`src/sv/apet_pkg.sv`:
```
`timescale 1ns / 1ps
`default_nettype none

package apet_pkg;

    localparam int COORD_W = 16;
    localparam int SIZE_W  = 16;
    localparam int CNT_W   = $clog2(COORD_W);

    localparam logic [CNT_W-1:0] STEP_LAST = CNT_W'(COORD_W - 1);

    localparam logic [SIZE_W-1:0] WIDTH_RESET  = SIZE_W'(1920);
    localparam logic [SIZE_W-1:0] HEIGHT_RESET = SIZE_W'(1080);

    // register index, taken from paddr[2]
    localparam logic REG_WIDTH  = 1'b0;
    localparam logic REG_HEIGHT = 1'b1;

    localparam int BTN_LEFT   = 0;
    localparam int BTN_MIDDLE = 1;
    localparam int BTN_RIGHT  = 2;
    localparam int WHEEL_UP   = 3;
    localparam int WHEEL_DOWN = 4;

    localparam logic [1:0] EV_NONE    = 2'd0;
    localparam logic [1:0] EV_PRESS   = 2'd1;
    localparam logic [1:0] EV_RELEASE = 2'd2;

    localparam logic signed [7:0] WHEEL_STEP_UP   = 8'sd120;
    localparam logic signed [7:0] WHEEL_STEP_DOWN = -8'sd120;
    localparam logic signed [7:0] WHEEL_STEP_NONE = 8'sd0;

    typedef struct packed {
        logic [7:0]         button_mask;
        logic [COORD_W-1:0] pos_x;
        logic [COORD_W-1:0] pos_y;
    } t_in_item;

    typedef struct packed {
        logic [COORD_W-1:0] abs_x;
        logic [COORD_W-1:0] abs_y;
        logic [1:0]         left_event;
        logic [1:0]         middle_event;
        logic [1:0]         right_event;
        logic signed [7:0]  wheel_step;
    } t_out_item;

    typedef enum logic [2:0] {
        S_IDLE,
        S_DIV_X,
        S_LOAD_Y,
        S_DIV_Y,
        S_EMIT
    } t_state;

    typedef struct packed {
        logic load_x;
        logic load_y;
        logic step;
        logic emit;
    } t_dp_cmd;

    typedef struct packed {
        logic out_free;
    } t_dp_status;

    function automatic logic [1:0] button_event(input logic now, input logic last);
        logic [1:0] ev;
        if (now == last) begin
            ev = EV_NONE;
        end else if (now) begin
            ev = EV_PRESS;
        end else begin
            ev = EV_RELEASE;
        end
        return ev;
    endfunction

endpackage

`default_nettype wire

```
`src/sv/apet_ctrl.sv`:
```
`timescale 1ns / 1ps
`default_nettype none

module apet_ctrl (
    input  wire logic                i_clk,
    input  wire logic                i_rst_n,
    input  wire logic                i_in_valid,
    output logic                     o_in_stall,
    input  wire apet_pkg::t_dp_status i_status,
    output apet_pkg::t_dp_cmd        o_cmd
);
    import apet_pkg::*;

    t_state            r_state, n_state;
    logic [CNT_W-1:0]  r_cnt, n_cnt;

    always_ff @(posedge i_clk) begin
        if (!i_rst_n) begin
            r_state <= S_IDLE;
            r_cnt   <= '0;
        end else begin
            r_state <= n_state;
            r_cnt   <= n_cnt;
        end
    end

    always_comb begin
        n_state    = r_state;
        n_cnt      = r_cnt;
        o_in_stall = 1'b1;
        o_cmd      = '0;
        case (r_state)
            S_IDLE: begin
                o_in_stall = 1'b0;
                if (i_in_valid) begin
                    o_cmd.load_x = 1'b1;
                    n_cnt        = '0;
                    n_state      = S_DIV_X;
                end
            end
            S_DIV_X: begin
                o_cmd.step = 1'b1;
                n_cnt      = r_cnt + CNT_W'(1);
                if (r_cnt == STEP_LAST) begin
                    n_state = S_LOAD_Y;
                end
            end
            S_LOAD_Y: begin
                o_cmd.load_y = 1'b1;
                n_cnt        = '0;
                n_state      = S_DIV_Y;
            end
            S_DIV_Y: begin
                o_cmd.step = 1'b1;
                n_cnt      = r_cnt + CNT_W'(1);
                if (r_cnt == STEP_LAST) begin
                    n_state = S_EMIT;
                end
            end
            S_EMIT: begin
                // wait for the output register to free up
                if (i_status.out_free) begin
                    o_cmd.emit = 1'b1;
                    n_state    = S_IDLE;
                end
            end
            default: begin
                n_state = S_IDLE;
            end
        endcase
    end

endmodule

`default_nettype wire

```
`src/sv/apet_dp.sv`:
```
`timescale 1ns / 1ps
`default_nettype none

module apet_dp (
    input  wire logic                 i_clk,
    input  wire logic                 i_rst_n,
    input  wire apet_pkg::t_dp_cmd    i_cmd,
    input  wire apet_pkg::t_in_item   i_in_item,
    input  wire logic [apet_pkg::SIZE_W-1:0] i_screen_width,
    input  wire logic [apet_pkg::SIZE_W-1:0] i_screen_height,
    input  wire logic                 i_out_stall,
    output apet_pkg::t_dp_status      o_status,
    output logic                      o_out_valid,
    output apet_pkg::t_out_item       o_out_item
);
    import apet_pkg::*;

    logic [2:0]          r_last_buttons;
    logic [COORD_W-1:0]  r_pos_y;
    logic [1:0]          r_left_ev, r_middle_ev, r_right_ev;
    logic signed [7:0]   r_wheel;
    logic [COORD_W-1:0]  r_abs_x;

    logic [SIZE_W-1:0]   r_div;
    logic [COORD_W-1:0]  r_rem;
    logic [COORD_W-1:0]  r_quo;
    logic                r_sat;

    logic                r_out_valid;
    t_out_item           r_out_item;

    logic [COORD_W-1:0]   ld_pos;
    logic [SIZE_W-1:0]    ld_size;
    logic [SIZE_W-1:0]    ld_div;
    logic [2*COORD_W-1:0] ld_dividend;
    logic [COORD_W:0]     trial;
    logic                 trial_ge;
    logic [COORD_W-1:0]   quo_final;
    logic [7:0]           mask;

    assign mask = i_in_item.button_mask;

    // divider load: pos * 65535 = (pos << 16) - pos
    always_comb begin
        ld_pos      = i_cmd.load_x ? i_in_item.pos_x : r_pos_y;
        ld_size     = i_cmd.load_x ? i_screen_width : i_screen_height;
        ld_div      = (ld_size >= SIZE_W'(2)) ? ld_size - SIZE_W'(1) : SIZE_W'(1);
        ld_dividend = {ld_pos, {COORD_W{1'b0}}} - {{COORD_W{1'b0}}, ld_pos};
        trial       = {r_rem, r_quo[COORD_W-1]};
        trial_ge    = trial >= {1'b0, r_div};
        quo_final   = r_sat ? {COORD_W{1'b1}} : r_quo;
    end

    always_ff @(posedge i_clk) begin
        if (!i_rst_n) begin
            r_last_buttons <= '0;
        end else if (i_cmd.load_x) begin
            r_last_buttons <= mask[BTN_RIGHT:BTN_LEFT];
        end
    end

    always_ff @(posedge i_clk) begin
        if (i_cmd.load_x) begin
            r_pos_y     <= i_in_item.pos_y;
            r_left_ev   <= button_event(mask[BTN_LEFT], r_last_buttons[BTN_LEFT]);
            r_middle_ev <= button_event(mask[BTN_MIDDLE], r_last_buttons[BTN_MIDDLE]);
            r_right_ev  <= button_event(mask[BTN_RIGHT], r_last_buttons[BTN_RIGHT]);
            if (mask[WHEEL_UP]) begin
                r_wheel <= WHEEL_STEP_UP;
            end else if (mask[WHEEL_DOWN]) begin
                r_wheel <= WHEEL_STEP_DOWN;
            end else begin
                r_wheel <= WHEEL_STEP_NONE;
            end
        end
        if (i_cmd.load_y) begin
            r_abs_x <= quo_final;
        end
    end

    // restoring divider, one quotient bit per step; the upper half of the
    // dividend starts as the remainder, so a quotient past 16 bits saturates
    always_ff @(posedge i_clk) begin
        if (i_cmd.load_x || i_cmd.load_y) begin
            r_div <= ld_div;
            r_rem <= ld_dividend[2*COORD_W-1:COORD_W];
            r_quo <= ld_dividend[COORD_W-1:0];
            r_sat <= ld_dividend[2*COORD_W-1:COORD_W] >= ld_div;
        end else if (i_cmd.step) begin
            r_rem <= trial_ge ? COORD_W'(trial - {1'b0, r_div}) : trial[COORD_W-1:0];
            r_quo <= {r_quo[COORD_W-2:0], trial_ge};
        end
    end

    always_ff @(posedge i_clk) begin
        if (!i_rst_n) begin
            r_out_valid <= 1'b0;
        end else if (i_cmd.emit) begin
            r_out_valid <= 1'b1;
        end else if (!i_out_stall) begin
            r_out_valid <= 1'b0;
        end
    end

    always_ff @(posedge i_clk) begin
        if (i_cmd.emit) begin
            r_out_item.abs_x        <= r_abs_x;
            r_out_item.abs_y        <= quo_final;
            r_out_item.left_event   <= r_left_ev;
            r_out_item.middle_event <= r_middle_ev;
            r_out_item.right_event  <= r_right_ev;
            r_out_item.wheel_step   <= r_wheel;
        end
    end

    assign o_status.out_free = !r_out_valid || !i_out_stall;
    assign o_out_valid       = r_out_valid;
    assign o_out_item        = r_out_item;

endmodule

`default_nettype wire

```
`src/sv/absolute_pointer_event_translator.sv`:
```
`timescale 1ns / 1ps
`default_nettype none

// Turns a remote pointer beat (button mask, pixel x and y) into one result beat: x and y
// scaled to 0..65535 as pos*65535/(size-1), saturated at 65535, a press/release code for
// each of left, middle and right against the previous mask, and a wheel step of +120, -120
// or 0 (up wins when both bits are set). After acceptance, one shared restoring divider
// produces one quotient bit per cycle, first for x and then, after a y load state, for y;
// an output state then writes the result register. The next item is accepted the cycle
// after the result has been written, even while that result still waits on a stall, and
// none while one is in flight; a second result held behind a stall keeps the input
// stalled. Screen width and height are 16-bit registers at byte addresses 0 and 4
// (reset 1920 and 1080); sizes below two divide by one. Write them only while the
// block is idle.

module absolute_pointer_event_translator (
    input  wire logic                 i_clk,
    input  wire logic                 i_rst_n,
    input  wire logic                 i_in_valid,
    output logic                      o_in_stall,
    input  wire apet_pkg::t_in_item   i_in_item,
    output logic                      o_out_valid,
    input  wire logic                 i_out_stall,
    output apet_pkg::t_out_item       o_out_item,
    input  wire logic                 psel,
    input  wire logic                 penable,
    input  wire logic                 pwrite,
    input  wire logic [2:0]           paddr,
    input  wire logic [31:0]          pwdata,
    output logic [31:0]               prdata,
    output logic                      pready
);
    import apet_pkg::*;

    logic [SIZE_W-1:0] r_screen_width;
    logic [SIZE_W-1:0] r_screen_height;
    logic              cfg_wr;
    t_dp_cmd           cmd;
    t_dp_status        status;

    assign pready = 1'b1;
    assign cfg_wr = psel && penable && pwrite;

    always_ff @(posedge i_clk) begin
        if (!i_rst_n) begin
            r_screen_width  <= WIDTH_RESET;
            r_screen_height <= HEIGHT_RESET;
        end else if (cfg_wr) begin
            if (paddr[2] == REG_WIDTH) begin
                r_screen_width <= pwdata[SIZE_W-1:0];
            end else begin
                r_screen_height <= pwdata[SIZE_W-1:0];
            end
        end
    end

    always_comb begin
        if (paddr[2] == REG_HEIGHT) begin
            prdata = {{(32-SIZE_W){1'b0}}, r_screen_height};
        end else begin
            prdata = {{(32-SIZE_W){1'b0}}, r_screen_width};
        end
    end

    apet_ctrl u_ctrl (
        .i_clk      (i_clk),
        .i_rst_n    (i_rst_n),
        .i_in_valid (i_in_valid),
        .o_in_stall (o_in_stall),
        .i_status   (status),
        .o_cmd      (cmd)
    );

    apet_dp u_dp (
        .i_clk           (i_clk),
        .i_rst_n         (i_rst_n),
        .i_cmd           (cmd),
        .i_in_item       (i_in_item),
        .i_screen_width  (r_screen_width),
        .i_screen_height (r_screen_height),
        .i_out_stall     (i_out_stall),
        .o_status        (status),
        .o_out_valid     (o_out_valid),
        .o_out_item      (o_out_item)
    );

endmodule

`default_nettype wire
```
`config.mk`:
```
export PLATFORM = sky130hd
export DESIGN_NAME = absolute_pointer_event_translator
export DESIGN_NICKNAME = d
export VERILOG_FILES = /design/src/sv/apet_pkg.sv /design/src/sv/apet_ctrl.sv /design/src/sv/apet_dp.sv /design/src/sv/absolute_pointer_event_translator.sv
export SDC_FILE = /design/constraint.sdc
export NUM_CORES = 1
export LEC_CHECK = 0
export BUFFER_PORTS_ARGS = -buffer_cell sky130_fd_sc_hd__buf_2
export CAP_MARGIN = 0
export CORE_ASPECT_RATIO = 1.2
export CORE_MARGIN = 4
export CORE_UTILIZATION = 35
export CTS_CLUSTER_DIAMETER = 60
export DETAILED_ROUTE_END_ITERATION = 12
export HOLD_SLACK_MARGIN = 0.03
export PLACE_DENSITY = 0.63
export SLEW_MARGIN = 40
export SYNTH_ARGS = -nofsm -noshare
export SYNTH_HDL_FRONTEND = slang
export SYNTH_SLANG_ARGS = --single-unit
```
`constraint.sdc`:
```
create_clock -name i_clk -period 12 [get_ports i_clk]
set_clock_uncertainty 0.1 [all_clocks]
set_input_delay 2.4 -clock i_clk [delete_from_list [all_inputs] [get_ports i_clk]]
set_output_delay 2.4 -clock i_clk [all_outputs]
set_load 0.005 [all_outputs]
```
======== After elaboration in Yosys (flattened, before gate mapping) ========
Index checks and enable logic that the tools add are counted.
storage, ports and cells
  flip-flop bits (word level) ............. 184
  output and inout port bits .............. 81
  logic and storage cells ................. 87
operators by class
  $add $sub $neg .......................... 4
  $lt $le $gt $ge ......................... 3
  eq/ne operators ......................... 13
  muxes and demuxes ....................... 30
  bitwise logic cells ..................... 1
  reductions and logical operators ........ 14
operator list
  operator               number
  $mux 16                10
  $sub 32x16->32         1
  $ge 17x16->1           1
  $ge 16x16->1           1
  $ge 16x2->1 const B    1
  $sub 16x1->16 const B  1
  $sub 16x16->16         1
  $pmux 3 s5             1
  $mux 3                 4
  $pmux 4 s3             1
  $mux 1                 9
  $mux 8                 1
  $eq 3x2->1 const B     2
  $mux 2                 3
  $ne 2x1->1 const B     3
  $reduce_and 2->1       3
  $add 4x1->4 const B    1
  $eq 4x4->1 const B     1
  $mux 4                 1
  $ne 2x2->1 const B     2
  $reduce_and 4->1       1
  $eq 1x1->1             3
  $eq 3x1->1 const B     1
  $eq 3x3->1 const B     1
  8 further kinds        11

======== Depth between registers and ports, before layout ========
Gate-level depths: netlist of the first run.
  word-level depth ........................ 6
  depth in mapped cells ................... 23
  depth with buffers taken out ............ 17

======== Hierarchy ========
From an unflattened synthesis of the first run, not the netlist that was laid out.
second synthesis, totals
  cells, all modules ...................... 906
  area, all modules ....................... 9,898.2 sq um
by module, submodules not included
  module                             times used  cells an instance  area each (sq um)  seq. area each (sq um)
  apet_dp                            1           698                7,915.1            4,013.8
  absolute_pointer_event_translator  1           167                1,615.3            640.6
  apet_ctrl                          1           41                 367.9              140.1

======== Worst setup path after synthesis of the first run ========
Ideal clock, no wire load.
  path kind ............................... input to register
  start point ............................. input port i_in_valid
  end point ............................... register u_dp.r_sat (data pin)
  setup time .............................. 254 ps
  arrival ................................. 5,981 ps
  required time ........................... 11,646 ps
  path slack .............................. 5,666 ps
  cell stages on the path ................. 22
  buffers on the path ..................... 5
  path through ............................ or4b_4 -> inv_1 -> buf_4 -> buf_2 -> buf_2 -> buf_2 -> nand2_1 -> nand2_1 -> ha_1 -> a21oi_1 -> nand4b_2 -> a21o_1 -> buf_6 -> nand2b_1 -> ha_1 -> nand2b_1 -> a21o_1 -> a21o_1 -> a21o_1 -> a21oi_1 -> o21ai_0 -> a21o_1
between the ends
  word-level cells in the longest chain between the ends .. 6
  elaborated cells on any way between the ends .. 9
  classes of those cells .................. add/sub (2); order compare (2); mux (5)
RTL lines
  what                                          RTL line                                 source
  from (decl)                                   absolute_pointer_event_translator.sv:19  input wire logic i_in_valid,
  $mux 1 (*)                                    apet_ctrl.sv:35                          if (i_in_valid) begin
  $mux 1 (*)                                    apet_ctrl.sv:32                          case (r_state)
  $mux 16 (*)                                   apet_dp.sv:46                            ld_size = i_cmd.load_x ? i_screen_width : i_screen_height;
  $sub 16x1->16 or $ge 16x2->1 (tied branches)  apet_dp.sv:47                            ld_div = (ld_size >= SIZE_W'(2)) ? ld_size - SIZE_W'(1) : SIZE_W'(1);
  $mux 16 (*)                                   apet_dp.sv:47
  named net u_dp.ld_div[0]                      apet_dp.sv:34                            logic [SIZE_W-1:0] ld_div;
  $ge 16x16->1 (*)                              apet_dp.sv:88                            r_sat <= ld_dividend[2*COORD_W-1:COORD_W] >= ld_div;
  to (signal assigned)                          apet_dp.sv:88
  to (decl)                                     apet_dp.sv:27                            logic r_sat;
The timed path passes the listed nets; every way through them passes the cells marked *.
A chain may end at the register's enable or synchronous reset.

======== Final worst setup path of the first run ========
Ends and elaborated chain as after synthesis.

==> results of run 1 <==
[power breakdown]
| group | internal, mW | switching, mW |
|---|---|---|
| Sequential | 0.718 | 0.0336 |
| Combinational | 0.197 | 0.278 |
| Clock | 0.277 | 0.259 |
| Total | 1.19 | 0.571 |
[flip-flops by register name (all words and copies together) (netlist names)]
name and count:
u_dp.r_right_ev 2, r_screen_width 16, u_dp.r_sat 1, u_dp.r_middle_ev 2, r_screen_height 16, u_dp.r_left_ev 2, u_dp.r_wheel 3, u_dp.r_quo 16
u_dp.o_out_valid 1, u_dp.r_last_buttons 3, u_dp.r_div 16, u_ctrl.r_state 3, u_dp.r_pos_y 16, u_ctrl.r_cnt 4, u_dp.r_abs_x 16, u_dp.o_out_item 41
u_dp.r_rem 16
[layer usage]
metal	wire [um]	part of all wire, %	GRT usage (%)
met5	13	0.057	0
met4	679	3.0	6.39
met3	1250	5.5	3.48
met2	11000	48	25.0
met1	9880	43	18.5
[area by class of cell]
| class | count | area, um^2 | share of cell area, % |
|---|---|---|---|
| sequential | 174 | 4790 | 43.0 |
| clock buffer | 17 | 425 | 3.82 |
| multi-input combinational | 690 | 4530 | 40.6 |
| inverter | 42 | 159 | 1.43 |
| tap | 340 | 425 | 3.82 |
| timing repair buffer | 129 | 666 | 5.97 |
| clock inverter | 15 | 149 | 1.34 |
[per-stage QoR]
step	setup WS (ns)	hold slack, ns
3_3_place_gp	4.72	0.302
6_report	5.34	0.321
5_1_grt	5.07	0.327
4_1_cts	5.17	0.322
2_1_floorplan	5.67	0.300
3_5_place_dp	4.70	0.305
[layout by cell type (no fill, tap or decap), types with 14 or more instances in the layout]
| cell type | count |
|---|---|
| conb_1 | 20 |
| xor2_1 | 22 |
| edfxtp_1 | 131 |
| a21oi_1 | 24 |
| mux2i_1 | 32 |
| or3_1 | 14 |
| o21ai_0 | 33 |
| nor2b_1 | 16 |
| a21boi_0 | 29 |
| nand2_1 | 142 |
| ha_1 | 37 |
| clkbuf_16 | 17 |
| nand4_1 | 14 |
| mux2_2 | 17 |
| buf_2 | 121 |
| or2_2 | 22 |
| nor2_1 | 50 |
| nor3_1 | 23 |
| dfxtp_1 | 43 |
| xnor2_1 | 24 |
| inv_1 | 40 |
| nand3_1 | 21 |
[cell families (layout without fill, tap and decap cells)]
| family | Yosys count | count (layout) | share of synthesized area, % |
|---|---|---|---|
| adder cells (fa/ha/maj) | 38 | 38 | 4.97 |
| other | 2 | 20 | 0.0772 |
| buffers and inverters | 100 | 203 | 5.02 |
| multiplexers | 49 | 49 | 5.26 |
| XOR/XNOR | 47 | 47 | 4.31 |
| AND/OR/NAND/NOR | 358 | 358 | 18.3 |
| AO/OA/AOI/OAI | 178 | 178 | 12.8 |
| flip-flops | 174 | 174 | 49.3 |
[path summary, 6_finish.rpt]
check	start	to	slack, ns
max	i_in_valid	u_dp.r_sat$_DFFE_PN_	5.34
min	u_dp.r_abs_x[12]$_DFFE_PP_	u_dp.o_out_item[42]$_DFFE_PP_	0.32
max reg2reg	u_ctrl.r_state[0]$_SDFFE_PN0P_	u_dp.r_sat$_DFFE_PN_	6.94
min reg2reg	u_dp.r_abs_x[12]$_DFFE_PP_	u_dp.o_out_item[42]$_DFFE_PP_	0.32
==> impl_metrics.toml, run 1 <==
[critical_path]
path_depth = 18
critical_path_buf_inv_count = 3
start_kind = "input port"
crit_path_max_incr_delay_ns = 0.48
path_common_cell = "a21o_1"
end_kind = "flop"
required_ns = 12.09
critPathKind = "in -> reg"
cpMaxStageDelayCell = "clkinv_2"
cp.arrival_ns = 6.75
cp_top_family = "compound AO/OA/AOI/OAI gates"
r2r_cells = 17
path_cells = "buf_2 -> or4b_4 -> clkinv_2 -> buf_4 -> mux2i_1 -> ha_1 -> a21oi_1 -> nand4b_2 -> a21o_1 -> nand2b_1 -> ha_1 -> nand2b_1 -> a21o_1 -> a21o_1 -> a21o_1 -> a21oi_1 -> o21ai_0 -> a21o_1"
cp_max_fo = 39

[clock_tree]
postCtsSetupRepairBufs = 0
tritoncts = "yes"
worstSkewPairLatency_ns = 0.44
cts_resized = 0
cts_buffers = 17
clock_sinks = 174
htree_num_levels = 4
cts_buffer_depth = 2
cts_hold_buf = 0
path_clk_slew_ns = 0.07
cts-root-buf = "clkbuf_16"

[layout]
area_growth_pct = 14.6
fin_cells = 1407
fill_cells = 2676
final_util_pct = 40.9
layout-drive-gt1-share_pct = 20.2
nNetsFinal = 1174
antenna_cells = 0
finalInstanceArea_um2 = 11100

[synthesis]
synth_ff_type = "edfxtp_1"
yosysWarnings = 0
syn_area_um2 = 9730
netlist_top_cells_area = "edfxtp_1, dfxtp_1, nand2_1"
synth_top_area_cell = "edfxtp_1"
synthArstFlopShare_pct = 0
syn_avg_cell_area_um2 = 10.3
ys_types = 71
synthTopCellsByCount = "nand2_1, edfxtp_1, nor2_1"
synth_most_common_cell = "nand2_1"
synth_edf_count = 131
synth.top_cell.area_share_pct = 40.4
seq_area_frac_synth_pct = 49.3
syn_inst = 946
ys_ff_latch = 174

[power_and_ir_drop]
total_power_mw = 1.76
p_leak_nw = 4.44
peakVddDrop_uv = 110
p_per_area_nw_per_um2 = 158

[timing]
worst_pin_slew_ns = 0.832
fmax_ghz = 0.150
slew_headroom_pct = 44.4
timing.setup.tns_ns = 0
hold_violations = 0
drv_slew = 0
setup_viol = 0
rsz0062_at_grt = "false"
min_period_over_period_pct = 55.5
final.min_clock_period_ns = 6.66

[routing]
drc = 0
ant_nets = 0
drtIter0Drc = 333
wire_per_inst_um = 16.2
drt-total-wl_um = 22800
viasPerCell = 5.18
dr_total_vias = 7286
firstDrtPassIters = 5

[place]
place_area_um2 = 10600
gp_congestion = 0.822
portBuffers = 121
dp_hpwl_um = 16700
dp_cells = 1375

[die]
die_width_um = 160
initial_core_util_pct = 35.7
rows = 66
io_pins = 163
die_h_um = 191
dieArea_um2 = 30500
core_um2 = 27300

[min_path]
whs_path_depth = 0
hold_class = "reg -> reg"

[run_status]
status = "finished clean"

[global_route]
grt_max_degree = 50
grt_pass1_wl_um = 36600
antenna_found_initial = 1
grt_use_total_pct = 14.9
gr-total-overflow = 0
grt_pass1_vias = 7047

[flow_run]
maxCapViolCount = 0
No activity file was read; power rests on OpenSTA's default activity.
==> inputs of run 2 (changes only) <==
- ABC_AREA: not set -> 1
- PLACE_DENSITY: 0.63 -> 0.65
- clock period: 12 -> 5.5 ns (I/O delays scaled with it)
==> impl_metrics.toml, run 2 <==
[run_status]
status = "finished clean"

[critical_path]
cp.arrival_ns = 4.34
required_ns = 5.57
critPathKind = "in -> reg"
end_kind = "flop"
start_kind = "input port"
cp_max_fo = 28

[global_route]
grt_use_total_pct = 15.9
gr-total-overflow = 0
grt_pass1_vias = 7659
grt_max_degree = 48
antenna_found_initial = 0
grt_pass1_wl_um = 38900

[clock_tree]
clock_sinks = 174
worstSkewPairLatency_ns = 0.44
cts_hold_buf = 0
cts_buffer_depth = 2
postCtsSetupRepairBufs = 0
path_clk_slew_ns = 0.07
cts_resized = 0
htree_num_levels = 4
cts_buffers = 17
cts-root-buf = "clkbuf_16"
tritoncts = "yes"

[timing]
hold_violations = 0
min_period_over_period_pct = 77.6
slew_headroom_pct = 53.2
fmax_ghz = 0.234
worst_pin_slew_ns = 0.700
fin_hold_ws_ns = 0.320
rsz0062_at_grt = "false"
setup_viol = 0
drv_slew = 0
final.min_clock_period_ns = 4.27
timing.setup.tns_ns = 0

[die]
dieArea_um2 = 30600
die_h_um = 191
initial_core_util_pct = 35.7
core_um2 = 27300
rows = 66
io_pins = 163
die_width_um = 160

[synthesis]
syn_area_um2 = 9760
synth_most_common_cell = "nand2_1"
seq_area_frac_synth_pct = 49.1
netlist_top_cells_area = "edfxtp_1, nand2_1, dfxtp_1"
syn_inst = 1149
synth.top_cell.area_share_pct = 40.3
synthTopCellsByCount = "nand2_1, inv_1, edfxtp_1"
synth_ff_type = "edfxtp_1"
synth_edf_count = 131
syn_avg_cell_area_um2 = 8.49
synth_top_area_cell = "edfxtp_1"
yosysWarnings = 0
synthArstFlopShare_pct = 0
ys_types = 42
ys_ff_latch = 174

[routing]
drc = 0
firstDrtPassIters = 5
drtIter0Drc = 505
ant_nets = 0
viasPerCell = 4.73
wire_per_inst_um = 14.8
dr_total_vias = 7802
drt-total-wl_um = 24300

[place]
dp_hpwl_um = 18300
portBuffers = 121
gp_congestion = 0.904

[power_and_ir_drop]
total_power_mw = 6.68
p_leak_nw = 4.99
peakVddDrop_uv = 259
p_per_area_nw_per_um2 = 594

[flow_run]
maxCapViolCount = 0

[layout]
mostFrequentLayoutCells = "nand2_1, inv_1, edfxtp_1"
nNetsFinal = 1382
area_growth_pct = 15.4
antenna_cells = 0
largest_reg_flops = 41
final_common_cell = "nand2_1"
layout-drive-gt1-share_pct = 18.4

[min_path]
hold_class = "reg -> reg"
run 2: worst max-delay path, stage by stage:
cell	delay (ns)
buf_2	0.30
nand3_4	0.33
nand2_1	0.14
nand2_1	0.12
inv_1	0.19
ha_1	0.26
inv_1	0.07
nor3_2	0.42
nand2_1	0.13
nor2_1	0.18
nand3_1	0.12
and2_1	0.17
ha_1	0.26
nand2_1	0.07
inv_1	0.04
nand3_1	0.10
inv_1	0.05
a21oi_1	0.15
nand3_1	0.12
run 2: per-layer routing:
layer	wire (um)	GRT usage [%]	part of all wire [%]
met1	10500	19.2	43
met2	12500	28.5	51
met3	971	2.77	4.0
met4	412	5.46	1.7
met5	0	0	0
run 2: cell type report:
type	instances	area (um^2)
clock inverters	14	153
fillers	2762	16100
flip-flops and latches	174	4790
clock buffers	18	429
inverters	149	559
repair buffers	129	666
well taps	374	468
multi-input cells	791	4180
run 2: power by group:
group          leakage [nW]  internal (mW)  switching [mW]
Sequential             1.57           2.03           0.150
Combinational          3.14           1.09            2.22
Clock                 0.280          0.641           0.550
Total                  4.99           3.76            2.92
run 2: kinds of logic (layout without fill, tap and decap cells):
| group | count (synthesis) | after routing | share of synthesized area (%) |
|---|---|---|---|
| buffers and inverters | 202 | 310 | 9.03 |
| other | 2 | 20 | 0.0770 |
| AND/OR/NAND/NOR | 548 | 548 | 26.1 |
| flip-flops | 174 | 174 | 49.1 |
| AO/OA/AOI/OAI | 170 | 170 | 9.34 |
| adder cells (fa/ha/maj) | 38 | 38 | 4.95 |
| XOR/XNOR | 15 | 15 | 1.35 |
run 2: through the flow:
| stage | std cells | setup slack (ns) | cell area (um^2) | utilization (%) |
|---|---|---|---|---|
| floorplan | 1167 | 1.32 | 9820 | - |
| global placement | 1617 | 0.860 | 10700 | 39.0 |
| detailed placement | 1617 | 0.815 | 10700 | 39.0 |
| CTS | 1649 | 1.27 | 11300 | 41.2 |
| global route | 1649 | 0.861 | 11300 | 41.2 |
| finish | 1649 | 1.23 | 11300 | 41.2 |
run 2: path summary, 6_finish.rpt:
check,startpoint,endpoint,slack [ns],depth (start not counted)
worst max-delay path,i_in_valid,u_dp.r_sat$_DFFE_PN_,1.23,19
worst min-delay path,u_dp.r_left_ev[0]$_SDFFCE_PN0N_,u_dp.o_out_item[12]$_DFFE_PP_,0.32,0
worst max register to register,u_ctrl.r_state[0]$_SDFFE_PN0P_,u_dp.r_sat$_DFFE_PN_,1.39,19
worst min register to register,u_dp.r_left_ev[0]$_SDFFCE_PN0N_,u_dp.o_out_item[12]$_DFFE_PP_,0.32,0
==> inputs of run 3 (changes only) <==
- clock period: 5.5 -> 3.5 ns (I/O delays scaled with it)
==> impl_metrics.toml, run 3 (synthesis results as in run 2) <==
[run_status]
status = "finished clean"

[critical_path]
required_ns = 3.58
r2r_cells = 18
rrSetupSlack_ns = 0.30
cp.arrival_ns = 3.28
end_kind = "flop"
cp_max_fo = 37
rr_startpoint = "u_ctrl.r_state[0]$_SDFFE_PN0P_"
start_kind = "flop"
rr_endpoint = "u_dp.r_sat$_DFFE_PN_"
critPathKind = "reg -> reg"

[min_path]
worstHoldEndpoint = "u_dp.o_out_item[34]$_DFFE_PP_"
whs_path_depth = 0
hold_start = "u_dp.r_abs_x[4]$_DFFE_PP_"
hold_class = "reg -> reg"

[timing]
rsz0062_at_grt = "false"
min_period_over_period_pct = 91.5
worst_pin_slew_ns = 0.694
worst_slack_ns = 0.297
hold_violations = 0
final.min_clock_period_ns = 3.20
setup_viol = 0
drv_slew = 0
timing.setup.tns_ns = 0
fmax_ghz = 0.312
slew_headroom_pct = 53.5

[place]
portBuffers = 121
post-place-ws_ns = -0.0181
gp_congestion = 0.945
dp_hpwl_um = 18700

[global_route]
gr-total-overflow = 0
grt_pass1_vias = 7663
antenna_found_initial = 1
grt_pass1_wl_um = 38700
grt_use_total_pct = 15.8
grt_max_degree = 48

[clock_tree]
worstSkewPairLatency_ns = 0.44
cts_hold_buf = 0
path_clk_slew_ns = 0.07
postCtsSetupRepairBufs = 0
clock_sinks = 174
cts_resized = 0
cts_buffer_depth = 2
cts_buffers = 17
htree_num_levels = 4
tritoncts = "yes"
cts-root-buf = "clkbuf_16"

[layout]
layout-drive-gt1-share_pct = 21.2
fill_cells = 2720
final_util_pct = 42.5
seq_area_um2 = 4790
largest_reg_flops = 41
area_growth_pct = 19.1
mostFrequentLayoutCells = "nand2_1, inv_1, edfxtp_1"
multi_input_area_um2 = 4200
nNetsFinal = 1423
final_common_cell = "nand2_1"

[die]
die_h_um = 191
dieArea_um2 = 30600
rows = 66
die_width_um = 160
initial_core_util_pct = 35.7
core_um2 = 27300
io_pins = 163

[power_and_ir_drop]
p_per_area_nw_per_um2 = 933
p_leak_nw = 5.20
peakVddDrop_uv = 475
total_power_mw = 10.8

[flow_run]
maxCapViolCount = 0

[routing]
dr_total_vias = 7939
firstDrtPassIters = 5
viasPerCell = 4.69
ant_nets = 0
drt-total-wl_um = 23900
drc = 0
wire_per_inst_um = 14.1
drtIter0Drc = 486
[run 3: cell types whose count changed in the layout (fill, tap and decap cells not counted), moves of 2 or more]
cell / change
buf_12: +2
buf_4: +39
ha_1: -2
inv_1: -3
nor2_2: -2
[run 3: critical path, stage by stage (launching register included)]
cell and delay, ns:
dfxtp_1 0.37, nor2_4 0.15, nand3_4 0.10, buf_12 0.18
o21ai_2 0.27, ha_2 0.27, nand3_1 0.10, nor2_1 0.21
nand3_1 0.12, nand2_1 0.08, nand2_1 0.06, and2_1 0.18
ha_1 0.27, nand2_1 0.08, inv_1 0.04, nand3_1 0.09
inv_1 0.05, a21oi_1 0.14, nand3_1 0.10
[run 3: layer usage]
layer / track usage (%) / share of wire [%] / vias to the layer above
met3: 3.09 / 3.7 / 36
met2: 28.3 / 51 / 157
met1: 18.4 / 42 / 3673
met5: 0 / 0 / -
li1: - / - / 4073
met4: 6.72 / 2.8 / 0
[run 3: area by class of cell]
type                            count  share of cell area (%)
Timing Repair Buffer              170                    8.60
Multi-Input combinational cell    791                    36.2
Antenna cell                        1                  0.0215
Tap cell                          374                    4.03
Clock buffer                       19                    3.73
Clock inverter                     13                    1.31
Inverter                          149                    4.87
Sequential cell                   174                    41.3
[run 3: metrics by stage]
stage / hold slack [ns] / instances / cell area [um^2]
CTS: 0.309 / 1690 / 11600
detailed placement: 0.305 / 1658 / 11000
floorplan: 0.300 / 1167 / 9870
finish: 0.317 / 1691 / 11600
global placement: 0.301 / 1658 / 11000
global route: 0.305 / 1691 / 11600
[run 3: where the power goes]
group | switching (mW) | internal [mW] | leakage (nW)
combinational | 3.53 | 1.98 | 3.35
sequential | 0.230 | 3.20 | 1.57
clock | 0.834 | 1.07 | 0.287
total | 4.59 | 6.25 | 5.20
[run 3: how the worst max path moves through the flow]
stage / startpoint / endpoint / cells past startpoint
global route: u_ctrl.r_state[2]$_SDFFE_PN0P_ / u_dp.r_sat$_DFFE_PN_ / 19
finish: u_ctrl.r_state[0]$_SDFFE_PN0P_ / u_dp.r_sat$_DFFE_PN_ / 18
CTS: u_ctrl.r_state[0]$_SDFFE_PN0P_ / u_dp.r_sat$_DFFE_PN_ / 18
detailed placement: i_in_valid / u_dp.r_sat$_DFFE_PN_ / 18
global placement: i_in_valid / u_dp.r_sat$_DFFE_PN_ / 18
floorplan: i_in_valid / u_dp.r_sat$_DFFE_PN_ / 20
